<file path="src/hw/rtl/tpc_pkg.sv">
// shared constants, codes and control structs of the timestamp preload cache
`timescale 1ns / 1ps

package tpc_pkg;

   // default sizes
   localparam int TPC_CAPACITY = 16;
   localparam int TPC_KEY_BITS = 16;

   // fixed field widths
   localparam int MODE_W     = 2;
   localparam int CELL_KEY_W = 16;
   localparam int TICK_W     = 32;
   localparam int STATUS_W   = 3;
   localparam int COUNT_W    = 5;
   localparam int CSR_IDX_W  = 2;
   localparam int CSR_DATA_W = 32;

   // request modes
   localparam logic [MODE_W-1:0] MODE_PRELOAD = 2'd0;
   localparam logic [MODE_W-1:0] MODE_NOTICE  = 2'd1;
   localparam logic [MODE_W-1:0] MODE_SWEEP   = 2'd2;
   localparam logic [MODE_W-1:0] MODE_CLEAR   = 2'd3;

   // final status codes
   localparam logic [STATUS_W-1:0] ST_REFRESHED   = 3'd0;
   localparam logic [STATUS_W-1:0] ST_ADDED       = 3'd1;
   localparam logic [STATUS_W-1:0] ST_REFUSED_FUL = 3'd2;
   localparam logic [STATUS_W-1:0] ST_REFUSED_UNL = 3'd3;
   localparam logic [STATUS_W-1:0] ST_REMOVED     = 3'd4;
   localparam logic [STATUS_W-1:0] ST_NOT_FOUND   = 3'd5;
   localparam logic [STATUS_W-1:0] ST_SWEPT       = 3'd6;
   localparam logic [STATUS_W-1:0] ST_CLEARED     = 3'd7;

   // result word kinds
   localparam logic KIND_NOTE   = 1'b0;
   localparam logic KIND_STATUS = 1'b1;

   // register indexes
   localparam logic [CSR_IDX_W-1:0] REG_MAX_ENTRIES   = 2'd0;
   localparam logic [CSR_IDX_W-1:0] REG_MIN_ENTRIES   = 2'd1;
   localparam logic [CSR_IDX_W-1:0] REG_EXPIRY_DELAY  = 2'd2;
   localparam logic [CSR_IDX_W-1:0] REG_EVICT_MIN_AGE = 2'd3;

   // register reset values
   localparam logic [COUNT_W-1:0] MAX_ENTRIES_RST   = 5'd16;
   localparam logic [COUNT_W-1:0] MIN_ENTRIES_RST   = 5'd0;
   localparam logic [TICK_W-1:0]  EXPIRY_DELAY_RST  = 32'd0;
   localparam logic [TICK_W-1:0]  EVICT_MIN_AGE_RST = 32'd1000;

   // what one pass over the table looks for
   typedef enum logic [1:0] {
      SCAN_FIND,
      SCAN_OLDEST,
      SCAN_NEXT
   } scan_kind_type;

   // table storage control
   typedef struct packed {
      logic rd_en;
      logic key_wr;
      logic time_wr;
      logic set_vld;
      logic clr_vld;
   } store_ctrl_type;

   // table read word status
   typedef struct packed {
      logic ok;
      logic vld;
   } store_rd_type;

   // scan unit control
   typedef struct packed {
      logic          start;
      scan_kind_type kind;
      logic          freed;
   } scan_ctrl_type;

   // scan unit result flags
   typedef struct packed {
      logic best_ok;
      logic free_ok;
   } scan_flag_type;

endpackage

</file>
<file path="src/hw/rtl/tpc_if.sv">
// valid/ready channels of the timestamp preload cache
`timescale 1ns / 1ps

// request channel
interface tpc_req_if;
   import tpc_pkg::*;
   logic                  valid;
   logic                  ready;
   logic [MODE_W-1:0]     mode;
   logic [CELL_KEY_W-1:0] cell_key;
   logic [TICK_W-1:0]     now_ticks;
   logic                  cell_unloaded;

   modport source (output valid, mode, cell_key, now_ticks, cell_unloaded, input ready);
   modport sink   (input valid, mode, cell_key, now_ticks, cell_unloaded, output ready);
endinterface

// result channel
interface tpc_rsp_if;
   import tpc_pkg::*;
   logic                  valid;
   logic                  ready;
   logic                  kind;
   logic [CELL_KEY_W-1:0] removed_key;
   logic [STATUS_W-1:0]   status;
   logic [COUNT_W-1:0]    entry_count;
   logic                  last;

   modport source (output valid, kind, removed_key, status, entry_count, last, input ready);
   modport sink   (input valid, kind, removed_key, status, entry_count, last, output ready);
endinterface

// register write channel
interface tpc_csr_if;
   import tpc_pkg::*;
   logic                  valid;
   logic                  ready;
   logic [CSR_IDX_W-1:0]  index;
   logic [CSR_DATA_W-1:0] data;

   modport source (output valid, index, data, input ready);
   modport sink   (input valid, index, data, output ready);
endinterface

</file>
<file path="src/hw/rtl/tpc_csr.sv">
// configuration registers of the timestamp preload cache
`timescale 1ns / 1ps

module tpc_csr (
   input  logic                          clock,
   input  logic                          reset,
   tpc_csr_if.sink                       csr,
   output logic [tpc_pkg::COUNT_W-1:0]   max_entries,
   output logic [tpc_pkg::COUNT_W-1:0]   min_entries,
   output logic [tpc_pkg::TICK_W-1:0]    expiry_delay,
   output logic [tpc_pkg::TICK_W-1:0]    evict_min_age
);
   import tpc_pkg::*;

   logic [COUNT_W-1:0] max_entries_ff;
   logic [COUNT_W-1:0] min_entries_ff;
   logic [TICK_W-1:0]  expiry_delay_ff;
   logic [TICK_W-1:0]  evict_min_age_ff;

   assign csr.ready = 1'b1;

   // register writes
   always_ff @(posedge clock) begin
      if (reset) begin
         max_entries_ff   <= MAX_ENTRIES_RST;
         min_entries_ff   <= MIN_ENTRIES_RST;
         expiry_delay_ff  <= EXPIRY_DELAY_RST;
         evict_min_age_ff <= EVICT_MIN_AGE_RST;
      end else if (csr.valid) begin
         unique case (csr.index)
            REG_MAX_ENTRIES:   max_entries_ff   <= csr.data[COUNT_W-1:0];
            REG_MIN_ENTRIES:   min_entries_ff   <= csr.data[COUNT_W-1:0];
            REG_EXPIRY_DELAY:  expiry_delay_ff  <= csr.data[TICK_W-1:0];
            REG_EVICT_MIN_AGE: evict_min_age_ff <= csr.data[TICK_W-1:0];
            default: ;
         endcase
      end
   end

   assign max_entries   = max_entries_ff;
   assign min_entries   = min_entries_ff;
   assign expiry_delay  = expiry_delay_ff;
   assign evict_min_age = evict_min_age_ff;

endmodule

</file>
<file path="src/hw/rtl/tpc_store.sv">
// entry table: key and time memories with registered read, valid bits in flops
`timescale 1ns / 1ps

module tpc_store #(
   parameter int CAPACITY = tpc_pkg::TPC_CAPACITY,
   parameter int KEY_BITS = tpc_pkg::TPC_KEY_BITS,
   parameter int AW       = (CAPACITY > 1) ? $clog2(CAPACITY) : 1
) (
   input  logic                        clock,
   input  logic                        reset,
   input  tpc_pkg::store_ctrl_type     ctrl,
   input  logic [AW-1:0]               rd_addr,
   input  logic [AW-1:0]               wr_addr,
   input  logic [KEY_BITS-1:0]         wr_key,
   input  logic [tpc_pkg::TICK_W-1:0]  wr_time,
   output tpc_pkg::store_rd_type       rd_stat,
   output logic [AW-1:0]               rd_slot,
   output logic [KEY_BITS-1:0]         rd_key,
   output logic [tpc_pkg::TICK_W-1:0]  rd_time
);
   import tpc_pkg::*;

   logic [KEY_BITS-1:0] key_mem_ff  [CAPACITY];
   logic [TICK_W-1:0]   time_mem_ff [CAPACITY];
   logic [CAPACITY-1:0] valid_ff;
   logic                rd_ok_ff;
   logic                rd_vld_ff;
   logic [AW-1:0]       rd_slot_ff;
   logic [KEY_BITS-1:0] rd_key_ff;
   logic [TICK_W-1:0]   rd_time_ff;

   // memory writes
   always_ff @(posedge clock) begin
      if (ctrl.key_wr) begin
         key_mem_ff[wr_addr] <= wr_key;
      end
      if (ctrl.time_wr) begin
         time_mem_ff[wr_addr] <= wr_time;
      end
   end

   // memory read port
   always_ff @(posedge clock) begin
      if (ctrl.rd_en) begin
         rd_key_ff  <= key_mem_ff[rd_addr];
         rd_time_ff <= time_mem_ff[rd_addr];
         rd_vld_ff  <= valid_ff[rd_addr];
         rd_slot_ff <= rd_addr;
      end
   end

   // valid bits and read strobe
   always_ff @(posedge clock) begin
      if (reset) begin
         valid_ff <= '0;
         rd_ok_ff <= 1'b0;
      end else begin
         rd_ok_ff <= ctrl.rd_en;
         if (ctrl.set_vld) begin
            valid_ff[wr_addr] <= 1'b1;
         end else if (ctrl.clr_vld) begin
            valid_ff[wr_addr] <= 1'b0;
         end
      end
   end

   assign rd_stat.ok  = rd_ok_ff;
   assign rd_stat.vld = rd_vld_ff;
   assign rd_slot     = rd_slot_ff;
   assign rd_key      = rd_key_ff;
   assign rd_time     = rd_time_ff;

endmodule

</file>
<file path="src/hw/rtl/tpc_scan.sv">
// shared compare unit: match, oldest, next key in order and first free slot
`timescale 1ns / 1ps

module tpc_scan #(
   parameter int CAPACITY = tpc_pkg::TPC_CAPACITY,
   parameter int KEY_BITS = tpc_pkg::TPC_KEY_BITS,
   parameter int AW       = (CAPACITY > 1) ? $clog2(CAPACITY) : 1
) (
   input  logic                        clock,
   input  logic                        reset,
   input  tpc_pkg::scan_ctrl_type      ctrl,
   input  logic [AW-1:0]               freed_slot,
   input  tpc_pkg::store_rd_type       rd_stat,
   input  logic [AW-1:0]               rd_slot,
   input  logic [KEY_BITS-1:0]         rd_key,
   input  logic [tpc_pkg::TICK_W-1:0]  rd_time,
   input  logic [KEY_BITS-1:0]         match_key,
   input  logic [KEY_BITS-1:0]         prev_key,
   input  logic                        has_prev,
   output tpc_pkg::scan_flag_type      flags,
   output logic [AW-1:0]               best_slot,
   output logic [KEY_BITS-1:0]         best_key,
   output logic [tpc_pkg::TICK_W-1:0]  best_time,
   output logic [AW-1:0]               free_slot
);
   import tpc_pkg::*;

   scan_kind_type       kind_ff;
   logic                best_ok_ff;
   logic                free_ok_ff;
   logic [AW-1:0]       best_slot_ff;
   logic [KEY_BITS-1:0] best_key_ff;
   logic [TICK_W-1:0]   best_time_ff;
   logic [AW-1:0]       free_slot_ff;
   logic                take;
   logic                take_free;

   // compare of the word just read against the running best
   always_comb begin
      take      = 1'b0;
      take_free = 1'b0;
      if (rd_stat.ok) begin
         unique case (kind_ff)
            SCAN_FIND: begin
               take      = rd_stat.vld && !best_ok_ff && (rd_key == match_key);
               take_free = !rd_stat.vld && !free_ok_ff;
            end
            SCAN_OLDEST: begin
               take = rd_stat.vld &&
                      (!best_ok_ff || (rd_time < best_time_ff) ||
                       ((rd_time == best_time_ff) && (rd_key < best_key_ff)));
            end
            SCAN_NEXT: begin
               take = rd_stat.vld && (!has_prev || (rd_key > prev_key)) &&
                      (!best_ok_ff || (rd_key < best_key_ff));
            end
            default: ;
         endcase
      end
   end

   // running best and free slot, control part
   always_ff @(posedge clock) begin
      if (reset) begin
         kind_ff    <= SCAN_FIND;
         best_ok_ff <= 1'b0;
         free_ok_ff <= 1'b0;
      end else if (ctrl.start) begin
         kind_ff    <= ctrl.kind;
         best_ok_ff <= 1'b0;
         if (ctrl.kind == SCAN_FIND) begin
            free_ok_ff <= 1'b0;
         end
      end else begin
         if (take) begin
            best_ok_ff <= 1'b1;
         end
         if (take_free || ctrl.freed) begin
            free_ok_ff <= 1'b1;
         end
      end
   end

   // running best and free slot, payload part
   always_ff @(posedge clock) begin
      if (take) begin
         best_slot_ff <= rd_slot;
         best_key_ff  <= rd_key;
         best_time_ff <= rd_time;
      end
      if (take_free) begin
         free_slot_ff <= rd_slot;
      end else if (ctrl.freed && (!free_ok_ff || (freed_slot < free_slot_ff))) begin
         free_slot_ff <= freed_slot;
      end
   end

   assign flags.best_ok = best_ok_ff;
   assign flags.free_ok = free_ok_ff;
   assign best_slot     = best_slot_ff;
   assign best_key      = best_key_ff;
   assign best_time     = best_time_ff;
   assign free_slot     = free_slot_ff;

endmodule

</file>
<file path="src/hw/rtl/timestamp_preload_cache_policy_core.sv">
// top level: request sequencer, result register and table of the preload cache
`timescale 1ns / 1ps

// Cache of preloaded cells with eviction of the entry of oldest last-use time.
// req: one request word (preload, loaded notice, expire sweep, clear all).
// rsp: zero or more notice words, one per removed key, then one status word
//      with last set. entry_count in each word is the count after that word.
// csr: register writes (max_entries, min_entries, expiry_delay, evict_min_age),
//      always ready; write only while no request is in flight.
// Each table pass reads one slot a cycle from the key/time memory port and
// covers all CAPACITY slots. An unloaded preload is refused with no pass; a
// preload or notice makes one find pass, and each eviction or too-young check
// one more oldest-entry pass. Sweep or clear makes one next-key pass per entry
// in the table plus a last one that finds no further key.
// req.ready is high only between requests. The result register lets the
// next request be taken while the final word still waits; a stalled rsp
// holds the sequencer on the word it is about to send.
// Reset clears the valid bits, the entry count and the registers at once;
// no clearing pass is needed.
module timestamp_preload_cache_policy_core #(
   parameter int CAPACITY = tpc_pkg::TPC_CAPACITY,
   parameter int KEY_BITS = tpc_pkg::TPC_KEY_BITS
) (
   input  logic     clock,
   input  logic     reset,
   tpc_req_if.sink  req,
   tpc_rsp_if.source rsp,
   tpc_csr_if.sink  csr
);
   import tpc_pkg::*;

   localparam int AW = (CAPACITY > 1) ? $clog2(CAPACITY) : 1;
   localparam int CW = $clog2(CAPACITY + 1);
   localparam int MW = (CW > COUNT_W) ? CW : COUNT_W;

   // sequencer states
   localparam logic [3:0] S_IDLE  = 4'd0;
   localparam logic [3:0] S_SCAN  = 4'd1;
   localparam logic [3:0] S_FOUND = 4'd2;
   localparam logic [3:0] S_EVCHK = 4'd3;
   localparam logic [3:0] S_EVICT = 4'd4;
   localparam logic [3:0] S_ADD   = 4'd5;
   localparam logic [3:0] S_SWEEP = 4'd6;
   localparam logic [3:0] S_NEXT  = 4'd7;
   localparam logic [3:0] S_NOTE  = 4'd8;
   localparam logic [3:0] S_FINAL = 4'd9;

   logic [COUNT_W-1:0]  max_entries;
   logic [COUNT_W-1:0]  min_entries;
   logic [TICK_W-1:0]   expiry_delay;
   logic [TICK_W-1:0]   evict_min_age;

   store_ctrl_type      st_ctrl;
   store_rd_type        rd_stat;
   logic [AW-1:0]       rd_addr;
   logic [AW-1:0]       wr_addr;
   logic [AW-1:0]       rd_slot;
   logic [KEY_BITS-1:0] rd_key;
   logic [TICK_W-1:0]   rd_time;

   scan_ctrl_type       sc_ctrl;
   scan_flag_type       sc_flags;
   logic [AW-1:0]       best_slot;
   logic [KEY_BITS-1:0] best_key;
   logic [TICK_W-1:0]   best_time;
   logic [AW-1:0]       free_slot;

   logic [3:0]          state_ff, state_in;
   logic [3:0]          post_ff, post_in;
   logic [3:0]          ret_ff, ret_in;
   logic [CW-1:0]       cnt_ff, cnt_in;
   logic [CW-1:0]       count_ff, count_in;
   logic [MODE_W-1:0]   mode_ff, mode_in;
   logic [KEY_BITS-1:0] key_ff, key_in;
   logic [TICK_W-1:0]   now_ff, now_in;
   logic [STATUS_W-1:0] status_ff, status_in;
   logic [KEY_BITS-1:0] note_key_ff, note_key_in;
   logic [KEY_BITS-1:0] prev_ff, prev_in;
   logic                has_prev_ff, has_prev_in;

   logic                  rsp_valid_ff, rsp_valid_in;
   logic                  rsp_kind_ff, rsp_kind_in;
   logic [CELL_KEY_W-1:0] rsp_key_ff, rsp_key_in;
   logic [STATUS_W-1:0]   rsp_status_ff, rsp_status_in;
   logic [COUNT_W-1:0]    rsp_count_ff, rsp_count_in;
   logic                  rsp_last_ff, rsp_last_in;
   logic                  rsp_load;
   logic                  out_free;

   logic [MW-1:0]       count_w;
   logic [MW-1:0]       limit_w;
   logic                at_limit;
   logic                above_min;
   logic [TICK_W-1:0]   age_sel;
   logic [TICK_W:0]     age_sum;
   logic                aged;

   tpc_csr u_csr (
      .clock         (clock),
      .reset         (reset),
      .csr           (csr),
      .max_entries   (max_entries),
      .min_entries   (min_entries),
      .expiry_delay  (expiry_delay),
      .evict_min_age (evict_min_age)
   );

   tpc_store #(
      .CAPACITY (CAPACITY),
      .KEY_BITS (KEY_BITS),
      .AW       (AW)
   ) u_store (
      .clock   (clock),
      .reset   (reset),
      .ctrl    (st_ctrl),
      .rd_addr (rd_addr),
      .wr_addr (wr_addr),
      .wr_key  (key_ff),
      .wr_time (now_ff),
      .rd_stat (rd_stat),
      .rd_slot (rd_slot),
      .rd_key  (rd_key),
      .rd_time (rd_time)
   );

   tpc_scan #(
      .CAPACITY (CAPACITY),
      .KEY_BITS (KEY_BITS),
      .AW       (AW)
   ) u_scan (
      .clock      (clock),
      .reset      (reset),
      .ctrl       (sc_ctrl),
      .freed_slot (wr_addr),
      .rd_stat    (rd_stat),
      .rd_slot    (rd_slot),
      .rd_key     (rd_key),
      .rd_time    (rd_time),
      .match_key  (key_ff),
      .prev_key   (prev_ff),
      .has_prev   (has_prev_ff),
      .flags      (sc_flags),
      .best_slot  (best_slot),
      .best_key   (best_key),
      .best_time  (best_time),
      .free_slot  (free_slot)
   );

   // count against the add limit and the sweep minimum
   assign count_w   = MW'(count_ff);
   assign limit_w   = (MW'(max_entries) < MW'(CAPACITY)) ? MW'(max_entries) : MW'(CAPACITY);
   assign at_limit  = count_w >= limit_w;
   assign above_min = count_w >= MW'(min_entries);

   // shared age adder: time plus delay against now, one bit wider
   assign age_sel = (state_ff == S_SWEEP) ? expiry_delay : evict_min_age;
   assign age_sum = {1'b0, best_time} + {1'b0, age_sel};
   assign aged    = age_sum < {1'b0, now_ff};

   assign out_free = !rsp_valid_ff || rsp.ready;
   assign rd_addr  = cnt_ff[AW-1:0];
   assign wr_addr  = (state_ff == S_ADD) ? free_slot : best_slot;
   assign req.ready = (state_ff == S_IDLE);

   // request sequencer
   always_comb begin
      state_in    = state_ff;
      post_in     = post_ff;
      ret_in      = ret_ff;
      cnt_in      = cnt_ff;
      count_in    = count_ff;
      mode_in     = mode_ff;
      key_in      = key_ff;
      now_in      = now_ff;
      status_in   = status_ff;
      note_key_in = note_key_ff;
      prev_in     = prev_ff;
      has_prev_in = has_prev_ff;
      st_ctrl     = '0;
      sc_ctrl     = '{start: 1'b0, kind: SCAN_FIND, freed: 1'b0};
      rsp_load      = 1'b0;
      rsp_kind_in   = rsp_kind_ff;
      rsp_key_in    = rsp_key_ff;
      rsp_status_in = rsp_status_ff;
      rsp_count_in  = rsp_count_ff;
      rsp_last_in   = rsp_last_ff;

      unique case (state_ff)
         S_IDLE: begin
            if (req.valid) begin
               mode_in = req.mode;
               key_in  = KEY_BITS'(req.cell_key);
               now_in  = req.now_ticks;
               cnt_in  = '0;
               if ((req.mode == MODE_PRELOAD) && req.cell_unloaded) begin
                  status_in = ST_REFUSED_UNL;
                  state_in  = S_FINAL;
               end else if ((req.mode == MODE_PRELOAD) || (req.mode == MODE_NOTICE)) begin
                  sc_ctrl.start = 1'b1;
                  sc_ctrl.kind  = SCAN_FIND;
                  post_in       = S_FOUND;
                  state_in      = S_SCAN;
               end else begin
                  has_prev_in   = 1'b0;
                  sc_ctrl.start = 1'b1;
                  sc_ctrl.kind  = SCAN_NEXT;
                  post_in       = S_SWEEP;
                  state_in      = S_SCAN;
               end
            end
         end

         // one slot read per cycle; the last word is compared at the exit edge
         S_SCAN: begin
            if (cnt_ff == CW'(CAPACITY)) begin
               state_in = post_ff;
            end else begin
               st_ctrl.rd_en = 1'b1;
               cnt_in        = cnt_ff + 1'b1;
            end
         end

         S_FOUND: begin
            if (mode_ff == MODE_PRELOAD) begin
               if (sc_flags.best_ok) begin
                  st_ctrl.time_wr = 1'b1;
                  status_in       = ST_REFRESHED;
                  state_in        = S_FINAL;
               end else begin
                  state_in = S_EVCHK;
               end
            end else if (sc_flags.best_ok) begin
               st_ctrl.clr_vld = 1'b1;
               sc_ctrl.freed   = 1'b1;
               count_in        = count_ff - 1'b1;
               note_key_in     = best_key;
               status_in       = ST_REMOVED;
               ret_in          = S_FINAL;
               state_in        = S_NOTE;
            end else begin
               status_in = ST_NOT_FOUND;
               state_in  = S_FINAL;
            end
         end

         S_EVCHK: begin
            if (at_limit) begin
               cnt_in        = '0;
               sc_ctrl.start = 1'b1;
               sc_ctrl.kind  = SCAN_OLDEST;
               post_in       = S_EVICT;
               state_in      = S_SCAN;
            end else begin
               state_in = S_ADD;
            end
         end

         S_EVICT: begin
            if (!sc_flags.best_ok || !aged) begin
               status_in = ST_REFUSED_FUL;
               state_in  = S_FINAL;
            end else begin
               st_ctrl.clr_vld = 1'b1;
               sc_ctrl.freed   = 1'b1;
               count_in        = count_ff - 1'b1;
               note_key_in     = best_key;
               ret_in          = S_EVCHK;
               state_in        = S_NOTE;
            end
         end

         S_ADD: begin
            if (sc_flags.free_ok) begin
               st_ctrl.key_wr  = 1'b1;
               st_ctrl.time_wr = 1'b1;
               st_ctrl.set_vld = 1'b1;
               count_in        = count_ff + 1'b1;
               status_in       = ST_ADDED;
            end else begin
               status_in = ST_REFUSED_FUL;
            end
            state_in = S_FINAL;
         end

         // next key in ascending order found; expire or keep it, or end when none is left
         S_SWEEP: begin
            if (!sc_flags.best_ok) begin
               status_in = (mode_ff == MODE_SWEEP) ? ST_SWEPT : ST_CLEARED;
               state_in  = S_FINAL;
            end else begin
               prev_in     = best_key;
               has_prev_in = 1'b1;
               if ((mode_ff == MODE_CLEAR) || (above_min && aged)) begin
                  st_ctrl.clr_vld = 1'b1;
                  sc_ctrl.freed   = 1'b1;
                  count_in        = count_ff - 1'b1;
                  note_key_in     = best_key;
                  ret_in          = S_NEXT;
                  state_in        = S_NOTE;
               end else begin
                  state_in = S_NEXT;
               end
            end
         end

         S_NEXT: begin
            cnt_in        = '0;
            sc_ctrl.start = 1'b1;
            sc_ctrl.kind  = SCAN_NEXT;
            post_in       = S_SWEEP;
            state_in      = S_SCAN;
         end

         S_NOTE: begin
            if (out_free) begin
               rsp_load      = 1'b1;
               rsp_kind_in   = KIND_NOTE;
               rsp_key_in    = CELL_KEY_W'(note_key_ff);
               rsp_status_in = '0;
               rsp_count_in  = COUNT_W'(count_ff);
               rsp_last_in   = 1'b0;
               state_in      = ret_ff;
            end
         end

         S_FINAL: begin
            if (out_free) begin
               rsp_load      = 1'b1;
               rsp_kind_in   = KIND_STATUS;
               rsp_key_in    = '0;
               rsp_status_in = status_ff;
               rsp_count_in  = COUNT_W'(count_ff);
               rsp_last_in   = 1'b1;
               state_in      = S_IDLE;
            end
         end

         default: state_in = S_IDLE;
      endcase
   end

   // result register handshake
   always_comb begin
      rsp_valid_in = rsp_valid_ff;
      if (rsp_load) begin
         rsp_valid_in = 1'b1;
      end else if (rsp.ready) begin
         rsp_valid_in = 1'b0;
      end
   end

   // control registers
   always_ff @(posedge clock) begin
      if (reset) begin
         state_ff     <= S_IDLE;
         count_ff     <= '0;
         rsp_valid_ff <= 1'b0;
         has_prev_ff  <= 1'b0;
         cnt_ff       <= '0;
      end else begin
         state_ff     <= state_in;
         count_ff     <= count_in;
         rsp_valid_ff <= rsp_valid_in;
         has_prev_ff  <= has_prev_in;
         cnt_ff       <= cnt_in;
      end
   end

   // request and result payload registers
   always_ff @(posedge clock) begin
      post_ff       <= post_in;
      ret_ff        <= ret_in;
      mode_ff       <= mode_in;
      key_ff        <= key_in;
      now_ff        <= now_in;
      status_ff     <= status_in;
      note_key_ff   <= note_key_in;
      prev_ff       <= prev_in;
      rsp_kind_ff   <= rsp_kind_in;
      rsp_key_ff    <= rsp_key_in;
      rsp_status_ff <= rsp_status_in;
      rsp_count_ff  <= rsp_count_in;
      rsp_last_ff   <= rsp_last_in;
   end

   assign rsp.valid       = rsp_valid_ff;
   assign rsp.kind        = rsp_kind_ff;
   assign rsp.removed_key = rsp_key_ff;
   assign rsp.status      = rsp_status_ff;
   assign rsp.entry_count = rsp_count_ff;
   assign rsp.last        = rsp_last_ff;

endmodule
</file>
<file path="src/flat_wrapper.sv">
// flat-port wrapper written by rule: the top's interface ports become plain ports
module timestamp_preload_cache_policy_core_flat import tpc_pkg::*;
#(
   parameter int CAPACITY = tpc_pkg::TPC_CAPACITY,
   parameter int KEY_BITS = tpc_pkg::TPC_KEY_BITS
)
  (clock, reset, req_valid, req_mode, req_cell_key, req_now_ticks, req_cell_unloaded, req_ready, rsp_valid, rsp_kind, rsp_removed_key, rsp_status, rsp_entry_count, rsp_last, rsp_ready, csr_valid, csr_index, csr_data, csr_ready);
  tpc_req_if req_i ();
  tpc_rsp_if rsp_i ();
  tpc_csr_if csr_i ();
  input  logic clock;
  input  logic reset;
  input wire logic [$bits(req_i.valid)-1:0] req_valid;
  input wire logic [$bits(req_i.mode)-1:0] req_mode;
  input wire logic [$bits(req_i.cell_key)-1:0] req_cell_key;
  input wire logic [$bits(req_i.now_ticks)-1:0] req_now_ticks;
  input wire logic [$bits(req_i.cell_unloaded)-1:0] req_cell_unloaded;
  output wire logic [$bits(req_i.ready)-1:0] req_ready;
  output wire logic [$bits(rsp_i.valid)-1:0] rsp_valid;
  output wire logic [$bits(rsp_i.kind)-1:0] rsp_kind;
  output wire logic [$bits(rsp_i.removed_key)-1:0] rsp_removed_key;
  output wire logic [$bits(rsp_i.status)-1:0] rsp_status;
  output wire logic [$bits(rsp_i.entry_count)-1:0] rsp_entry_count;
  output wire logic [$bits(rsp_i.last)-1:0] rsp_last;
  input wire logic [$bits(rsp_i.ready)-1:0] rsp_ready;
  input wire logic [$bits(csr_i.valid)-1:0] csr_valid;
  input wire logic [$bits(csr_i.index)-1:0] csr_index;
  input wire logic [$bits(csr_i.data)-1:0] csr_data;
  output wire logic [$bits(csr_i.ready)-1:0] csr_ready;
  assign req_i.valid = req_valid;
  assign req_i.mode = req_mode;
  assign req_i.cell_key = req_cell_key;
  assign req_i.now_ticks = req_now_ticks;
  assign req_i.cell_unloaded = req_cell_unloaded;
  assign req_ready = req_i.ready;
  assign rsp_valid = rsp_i.valid;
  assign rsp_kind = rsp_i.kind;
  assign rsp_removed_key = rsp_i.removed_key;
  assign rsp_status = rsp_i.status;
  assign rsp_entry_count = rsp_i.entry_count;
  assign rsp_last = rsp_i.last;
  assign rsp_i.ready = rsp_ready;
  assign csr_i.valid = csr_valid;
  assign csr_i.index = csr_index;
  assign csr_i.data = csr_data;
  assign csr_ready = csr_i.ready;
  timestamp_preload_cache_policy_core #(.CAPACITY(CAPACITY), .KEY_BITS(KEY_BITS)) u_core (.clock(clock), .reset(reset), .req(req_i), .rsp(rsp_i), .csr(csr_i));
endmodule
</file>
<file path="config.mk">
export PLATFORM = sky130hd
export DESIGN_NAME = timestamp_preload_cache_policy_core_flat
export DESIGN_NICKNAME = d
export VERILOG_FILES = /design/src/hw/rtl/tpc_pkg.sv /design/src/hw/rtl/tpc_if.sv /design/src/hw/rtl/tpc_csr.sv /design/src/hw/rtl/tpc_store.sv /design/src/hw/rtl/tpc_scan.sv /design/src/hw/rtl/timestamp_preload_cache_policy_core.sv /design/src/flat_wrapper.sv
export SDC_FILE = /design/constraint.sdc
export NUM_CORES = 1
export LEC_CHECK = 0
export CORE_ASPECT_RATIO = 1.1
export CORE_MARGIN = 1.5
export CORE_UTILIZATION = 41
export DETAILED_ROUTE_END_ITERATION = 10
export DONT_BUFFER_PORTS = 1
export PLACE_DENSITY_LB_ADDON = 0.05
export SYNTH_ARGS = -nofsm -noshare
export SYNTH_HDL_FRONTEND = slang
export SYNTH_SLANG_ARGS = --single-unit
export TNS_END_PERCENT = 50
</file>
<file path="constraint.sdc">
create_clock -name clock -period 16.42 [get_ports clock]
set_clock_uncertainty 0.1 [all_clocks]
set_input_delay 4.105 -clock clock [delete_from_list [all_inputs] [get_ports clock]]
set_output_delay 4.105 -clock clock [all_outputs]
set_load 0.01 [all_outputs]
</file>
**After elaboration in Yosys (flattened, before gate mapping)**

Memory sizes are Yosys's and may differ from the RTL's. A register that Yosys moved wholly into a read port is not among the register bits.
Index checks and enable logic that the tools add are counted.

- Bits in registers: 290
- Memory bits (writable): 768
- Input port bits: 90
- Output and inout port bits: 29
- Word-level logic and storage cells: 262
- Memories kept: 2

Memory list:

| name | depth | bits a word | read ports | clocked after Yosys merged registers in | wr ports | RTL line | RTL |
|---|---|---|---|---|---|---|---|
| u_core.u_store.time_mem_ff | 16 | 32 | 1 | 1 | 1 | tpc_store.sv:24 | `logic [TICK_W-1:0] time_mem_ff [CAPACITY];` |
| u_core.u_store.key_mem_ff | 16 | 16 | 1 | 1 | 1 | tpc_store.sv:23 | `logic [KEY_BITS-1:0] key_mem_ff [CAPACITY];` |

- Add/sub/neg operators: 4
- $lt $le $gt $ge: 11
- Equal/unequal tests: 39
- Muxes and demuxes: 109
- Bitwise logic cells: 3
- Reduce and logical (&&, ||, !) cells: 62

Operators by type and width:

| kind | count |
|---|---|
| $mux 16 | 9 |
| $mux 4 | 20 |
| $mux 5 | 10 |
| $pmux 16 s3 | 1 |
| $mux 3 | 14 |
| $pmux 4 s10 | 1 |
| $pmux 5 s4 | 2 |
| $mux 1 | 36 |
| $add 32x32->33 | 1 |
| $lt 33x32->1 | 1 |
| $eq 32x32->1 | 1 |
| $lt 32x32->1 | 1 |
| $mux 32 | 1 |
| $pmux 16 s2 | 1 |
| $ne 2x2->1 const B | 12 |
| $pmux 4 s3 | 2 |
| $and 16x16->16 | 1 |
| $eq 16x16->1 | 1 |
| $eq 4x3->1 const B | 4 |
| $gt 16x16->1 | 1 |
| $lt 16x16->1 | 1 |
| $not 16->16 | 1 |
| $or 16x16->16 | 1 |
| $reduce_and 2->1 | 8 |
| 38 further kinds | 97 |

**Depth between registers and ports, before layout**

- Word-level depth: 12
- Depth in mapped cells: 30
- Mapped depth without buffers: 28

**Modules after synthesis**

Synthesis repeated with hierarchy kept, for this count alone.

- Cell total of the unflattened synthesis: 2778
- Area, all modules: 46316.9 um2

Modules (own cells, without submodules):

| module | times used | cells each | area each (um2) | sequential area each (um2) |
|---|---|---|---|---|
| tpc_store | 1 | 1361 | 31426.4 | 24994.0 |
| timestamp_preload_cache_policy_core | 1 | 781 | 7983.9 | 3773.6 |
| tpc_scan | 1 | 349 | 3865.0 | 1761.7 |
| tpc_csr | 1 | 287 | 3041.7 | 1481.4 |

**Least setup slack after synthesis**

OpenSTA, ideal clock, no wires.

- Path kind: register -> register
- From: register u_core.u_store.rd_key_ff[1] (netlist: u_core.u_store.rd_key[1]) (read register of u_core.u_store.key_mem_ff)
- To: register u_core.u_scan.best_key_ff[0] (netlist: u_core.u_scan.best_key[0]), enable pin
- Library setup time: 546 ps
- Arrival time: 5872 ps
- Slack: 9902 ps
- Stages on the path, launching flop included: 10
- Path buffers: 0
- Path through: edfxtp_1 -> ha_1 -> a21o_1 -> a21o_1 -> a21oi_1 -> o21ai_1 -> a2111oi_0 -> o22ai_1 -> nand2b_1 -> a221oi_1

- Longest elaborated chain between the ends: 6
- Elaborated cells between the ends (all ways): 13

RTL lines:

| item | RTL line | RTL |
|---|---|---|
| start: declaration | tpc_store.sv:29 | `logic [KEY_BITS-1:0] rd_key_ff;` |
| $gt 16x16->1 or $lt 16x16->1 (tied branches) | tpc_scan.sv:54, tpc_scan.sv:51, tpc_scan.sv:55 |  |
| $logic_or 1x1->1 or $logic_and 1x1->1 (tied branches) | tpc_scan.sv:54, tpc_scan.sv:51 |  |
| $logic_and 1x1->1 or $logic_or 1x1->1 (tied branches) | tpc_scan.sv:54, tpc_scan.sv:50 |  |
| $logic_and 1x1->1, on equally long branches | tpc_scan.sv:54, tpc_scan.sv:49 |  |
| $pmux 1 s3 * | tpc_scan.sv:43 | `unique case (kind_ff)` |
| $mux 1 * | tpc_scan.sv:42 | `if (rd_stat.ok) begin` |
| via u_core.u_scan.take | tpc_scan.sv:35 | `logic take;` |
| end signal: assignment | tpc_scan.sv:88 | `best_key_ff <= rd_key;` |
| end: declaration | tpc_scan.sv:32 | `logic [KEY_BITS-1:0] best_key_ff;` |

The timed path passes the listed nets; every way through them passes the cells marked *.
A chain may end at the register's enable or synchronous reset.

**Final worst setup path**

- From: register u_core.state_ff[3]
- To: register u_core.u_scan.free_slot_ff[2] (netlist: u_core.u_scan.free_slot[2]), enable pin

- Longest elaborated chain between the ends: 11
- Elaborated cells between the ends (all ways): 20

RTL lines:

| item | RTL line | RTL |
|---|---|---|
| start: declaration | timestamp_preload_cache_policy_core.sv:68 | `logic [3:0] state_ff, state_in;` |
| start signal: assignment | timestamp_preload_cache_policy_core.sv:361 | `state_ff <= state_in;` |
| $eq 4x3->1 | timestamp_preload_cache_policy_core.sv:156, timestamp_preload_cache_policy_core.sv:188 |  |
| $mux 32 | timestamp_preload_cache_policy_core.sv:156 | `assign age_sel = (state_ff == S_SWEEP) ? expiry_delay : evict_min_age;` |
| $add 32x32->33 | timestamp_preload_cache_policy_core.sv:157 | `assign age_sum = {1'b0, best_time} + {1'b0, age_sel};` |
| $lt 33x32->1 | timestamp_preload_cache_policy_core.sv:158 | `assign aged = age_sum < {1'b0, now_ff};` |
| $logic_and 1x1->1 | timestamp_preload_cache_policy_core.sv:293 | `if ((mode_ff == MODE_CLEAR) \|\| (above_min && aged)) begin` |
| $logic_or 1x1->1 | timestamp_preload_cache_policy_core.sv:293 |  |
| $mux 1 | timestamp_preload_cache_policy_core.sv:293 |  |
| $mux 1 | timestamp_preload_cache_policy_core.sv:287 | `if (!sc_flags.best_ok) begin` |
| $pmux 1 s3 | timestamp_preload_cache_policy_core.sv:188 | `unique case (state_ff)` |
| $logic_and 1x1->1 * | tpc_scan.sv:93 | `end else if (ctrl.freed && (!free_ok_ff \|\| (freed_slot < free_slot_ff))) begin` |
| $reduce_bool 2->1 (no source line) * | n/a |  |
| end signal: assignment | tpc_scan.sv:92 | `free_slot_ff <= rd_slot;` |
| end signal: assignment | tpc_scan.sv:94 | `free_slot_ff <= freed_slot;` |
| end: declaration | tpc_scan.sv:34 | `logic [AW-1:0] free_slot_ff;` |

Mark *: on every way between the ends. The rest lies on a longest branch, timed or not.

==> impl_metrics.ini <==
[floorplanning]
die_y_microns = 352
die-area_sq_um = 113000
core_area_sq_um = 110000
initial_utilization_pct = 41.2
pin_count = 119
rows = 128
dieWidth_microns = 321

[synthesis]
ys_warn_count = 0
synth_cells = 2677
avgSynthCellArea_sq_um = 17.0
yosysTopAreaCell = edfxtp_1
synth_nets = 2914
synth_area_leaders = edfxtp_1 65%, mux4_2 12%, dfxtp_1 4.9%, ha_1 4.0%, nand2_1 2.4%
synthArstFlopShare_pct = 0
synth_top_area_share_pct = 65.5
synthFlopType = edfxtp_1
syn_area_sq_um = 45500
synth-seq-cells = 1103
ys_types = 87
ys_seq_area_share_pct = 70.3
synth-edff-count = 992

[detailed_routing]
drtIter0Drc = 2193
drcViolationCount = 0
vias = 23700
wl_mm = 114
drtPass1Iterations = 5
detail-route-antenna-nets = 0
wl_per_cell_microns = 26.9
vias_per_cell = 5.59

[timing]
worstMarginPinSlew_ns = 1.33
rsz0062_at_grt = no
max_freq_mhz = 123
slew_headroom_pct = 11.6
setup_slack_ns = 8.32
hold_violations = 0
finalCritPeriodShare_pct = 49.4
setup_viol = 0
period_minus_slack_ns = 8.10
finalSetupTns_ns = 0
slew_violations = 0

[power_and_ir_drop]
p_per_area_nw_per_um2 = 145
power_leakage_uw = 0.0169
ir_drop_v = 0.000124

[worst_setup_path]
rrSetupSlack_ns = 8.32
cpMaxStageDelayCell = dfxtp_1
critPathLaunchType = register
max_stage_delay_ns = 0.64
critical-path-top-delay-family = compound AO/OA/AOI/OAI gates
critPathMaxFanout = 38
setup.worst_path.end_class = register
worst_r2r_endpoint = u_core.u_scan.free_slot[2]$_DFFE_PP_
reg2reg_from = u_core.state_ff[3]$_SDFFE_PP0P_
cp-startpoint = u_core.state_ff[3]$_SDFFE_PP0P_
reg2reg_depth = 30
cp_data_arrival_time_ns = 8.41
path_buf_inv = 4
required_ns = 16.73
path_common_cell = nand2_1
crit_type = reg2reg

[clock_tree]
clkSinkCount = 1103
tritoncts = done
cts_resized = 0
h-tree-depth = 3
path_clk_slew_ns = 0.06
root_buffer = clkbuf_16
clock_path_buffers = 3
clk_latency_ns = 0.71
numCtsBuffers = 113
post_cts_buffers = 0
hold_buffers = 0

[placement]
preCtsSetupSlack_ns = 8.29
hpwl_mm = 66.0
dpl_cell_area_sq_um = 47400
globalplace.congestion = 0.827
dp.cells = 4032
portBuffers = 0

[final_layout]
most-common-layout-cells = 992 x edfxtp_1, 295 x nand2_1, 245 x mux4_2, 145 x ha_1, 144 x a21oi_1
multi_input_area_sq_um = 12800
final_common_cell = edfxtp_1
ff_latch_area_sq_um = 32000
syn2layout_area_growth_pct = 12.3
drive_gt1_share_pct = 18.3
fillers = 9420
instances_no_fill = 4240
num_antenna_cells = 0
post-route-cell-area_sq_um = 51100
fin_nets = 2954

[global_routing]
grt_overflow = 0
grt_start_max_net_pins = 100
grt_first_pass_wirelength_mm = 166
antenna_found_initial = 9
grt_usage_pct = 20.3
first_global_vias = 24500

[hold_path]
hold_start = u_core.u_store.rd_time[0]$_DFFE_PP_
hold_path_end = u_core.u_scan.best_time[0]$_DFFE_PP_
holdPathStages = 0
min_path_type = reg2reg

[status]
run_status = finished, final reports clean

[job]
cap_violations = 0
[worst register-to-register path: cells and delay by family, from the launching register on]
family / cells / cell delay [ns]
simple gates: 8 / 1.22
buf+inv: 4 / 1.27
fa+ha+maj: 3 / 1.04
flops: 1 / 0.64
compound gates: 15 / 3.51
[routing by layer]
metal | share of wire, % | GRT usage, % | routed length [microns]
met1 | 46 | 29.4 | 52100
met2 | 46 | 31.3 | 52300
met3 | 6.3 | 3.82 | 7140
met4 | 2.1 | 5.73 | 2340
met5 | 0 | 0 | 0
[area by class of cell]
type                    count  share of cell area (%)
clock buffers             146                    5.97
multi-input cells        1334                    25.1
repair buffers             34                   0.524
clock inverters            62                    1.21
inverters                 131                   0.965
flip-flops and latches   1103                    62.7
well taps                1430                    3.50
[power by group]
group	leakage [uW]	internal, uW	total (uW)	switching, uW
sequential	0.00986	3380	3690	311
clock	0.00181	1490	2570	1080
combinational	0.00526	535	1130	597
total	0.0169	5410	7400	1990
[how the worst max path moves through the flow]
stage                                           end  cells past startpoint  slack [ns]
6_report       u_core.u_scan.free_slot[2]$_DFFE_PP_                     30        8.32
5_1_grt        u_core.u_scan.free_slot[0]$_DFFE_PP_                     30        7.76
4_1_cts        u_core.u_scan.free_slot[2]$_DFFE_PP_                     30        8.27
3_5_place_dp   u_core.u_scan.free_slot[2]$_DFFE_PP_                     30        8.29
3_3_place_gp   u_core.u_scan.free_slot[2]$_DFFE_PP_                     30        8.57
2_1_floorplan   u_core.u_scan.best_key[0]$_DFFE_PP_                      9        9.90
[Yosys cell counts (35+ instances only)]
master	count
a21o_1	39
a21oi_1	144
clkbuf_1	77
dfxtp_1	111
edfxtp_1	992
ha_1	145
inv_1	129
mux4_2	245
nand2_1	296
nor2_1	98
o21ai_0	43
xnor2_1	35
[flip-flops by register name (all words and copies together) (netlist names), 4 cells and up, named ones only]
register,cells
u_core.u_store.time_mem_ff,512
u_core.key_ff,16
u_core.u_csr.evict_min_age,32
u_core.u_store.key_mem_ff,256
u_core.u_scan.free_slot,4
u_core.u_scan.best_slot,4
u_core.u_csr.min_entries,5
u_core.prev_ff,16
u_core.now_ff,32
u_core.u_store.rd_time,32
u_core.cnt_ff,5
u_core.u_store.rd_key,16
u_core.u_scan.best_time,32
u_core.u_csr.expiry_delay,32
u_core.count_ff,5
u_core.state_ff,4
u_core.u_csr.max_entries,5
u_core.u_scan.best_key,16
u_core.rsp.removed_key,16
u_core.note_key_ff,16
u_core.rsp.entry_count,5
u_core.u_store.rd_slot,4
[stage by stage]
| step | util, % | total power, uW | hold WS, ns |
|---|---|---|---|
| 2_1_floorplan | - | 4450 | 0.306 |
| 3_3_place_gp | 43.0 | 4880 | 0.337 |
| 3_5_place_dp | 43.0 | 4910 | 0.335 |
| 4_1_cts | 46.3 | 7500 | 0.352 |
| 5_1_grt | 46.3 | 7720 | 0.356 |
| 6_report | 46.3 | 7400 | 0.345 |
[cell families (layout without fill, tap and decap cells)]
family	after synthesis	count (layout)	share of synthesized area (%)
DFF	1103	1103	70.3
and+or+nand+nor	540	540	5.24
AOI/OAI and AO/OA	338	338	4.90
muxes	264	264	12.6
buffers and inverters	240	373	2.03
adders and majority gates	147	147	4.07
xor gates and xnor gates	44	44	0.847
other	1	1	0.00824
Note: power is estimated with default switching activity, not from simulation.
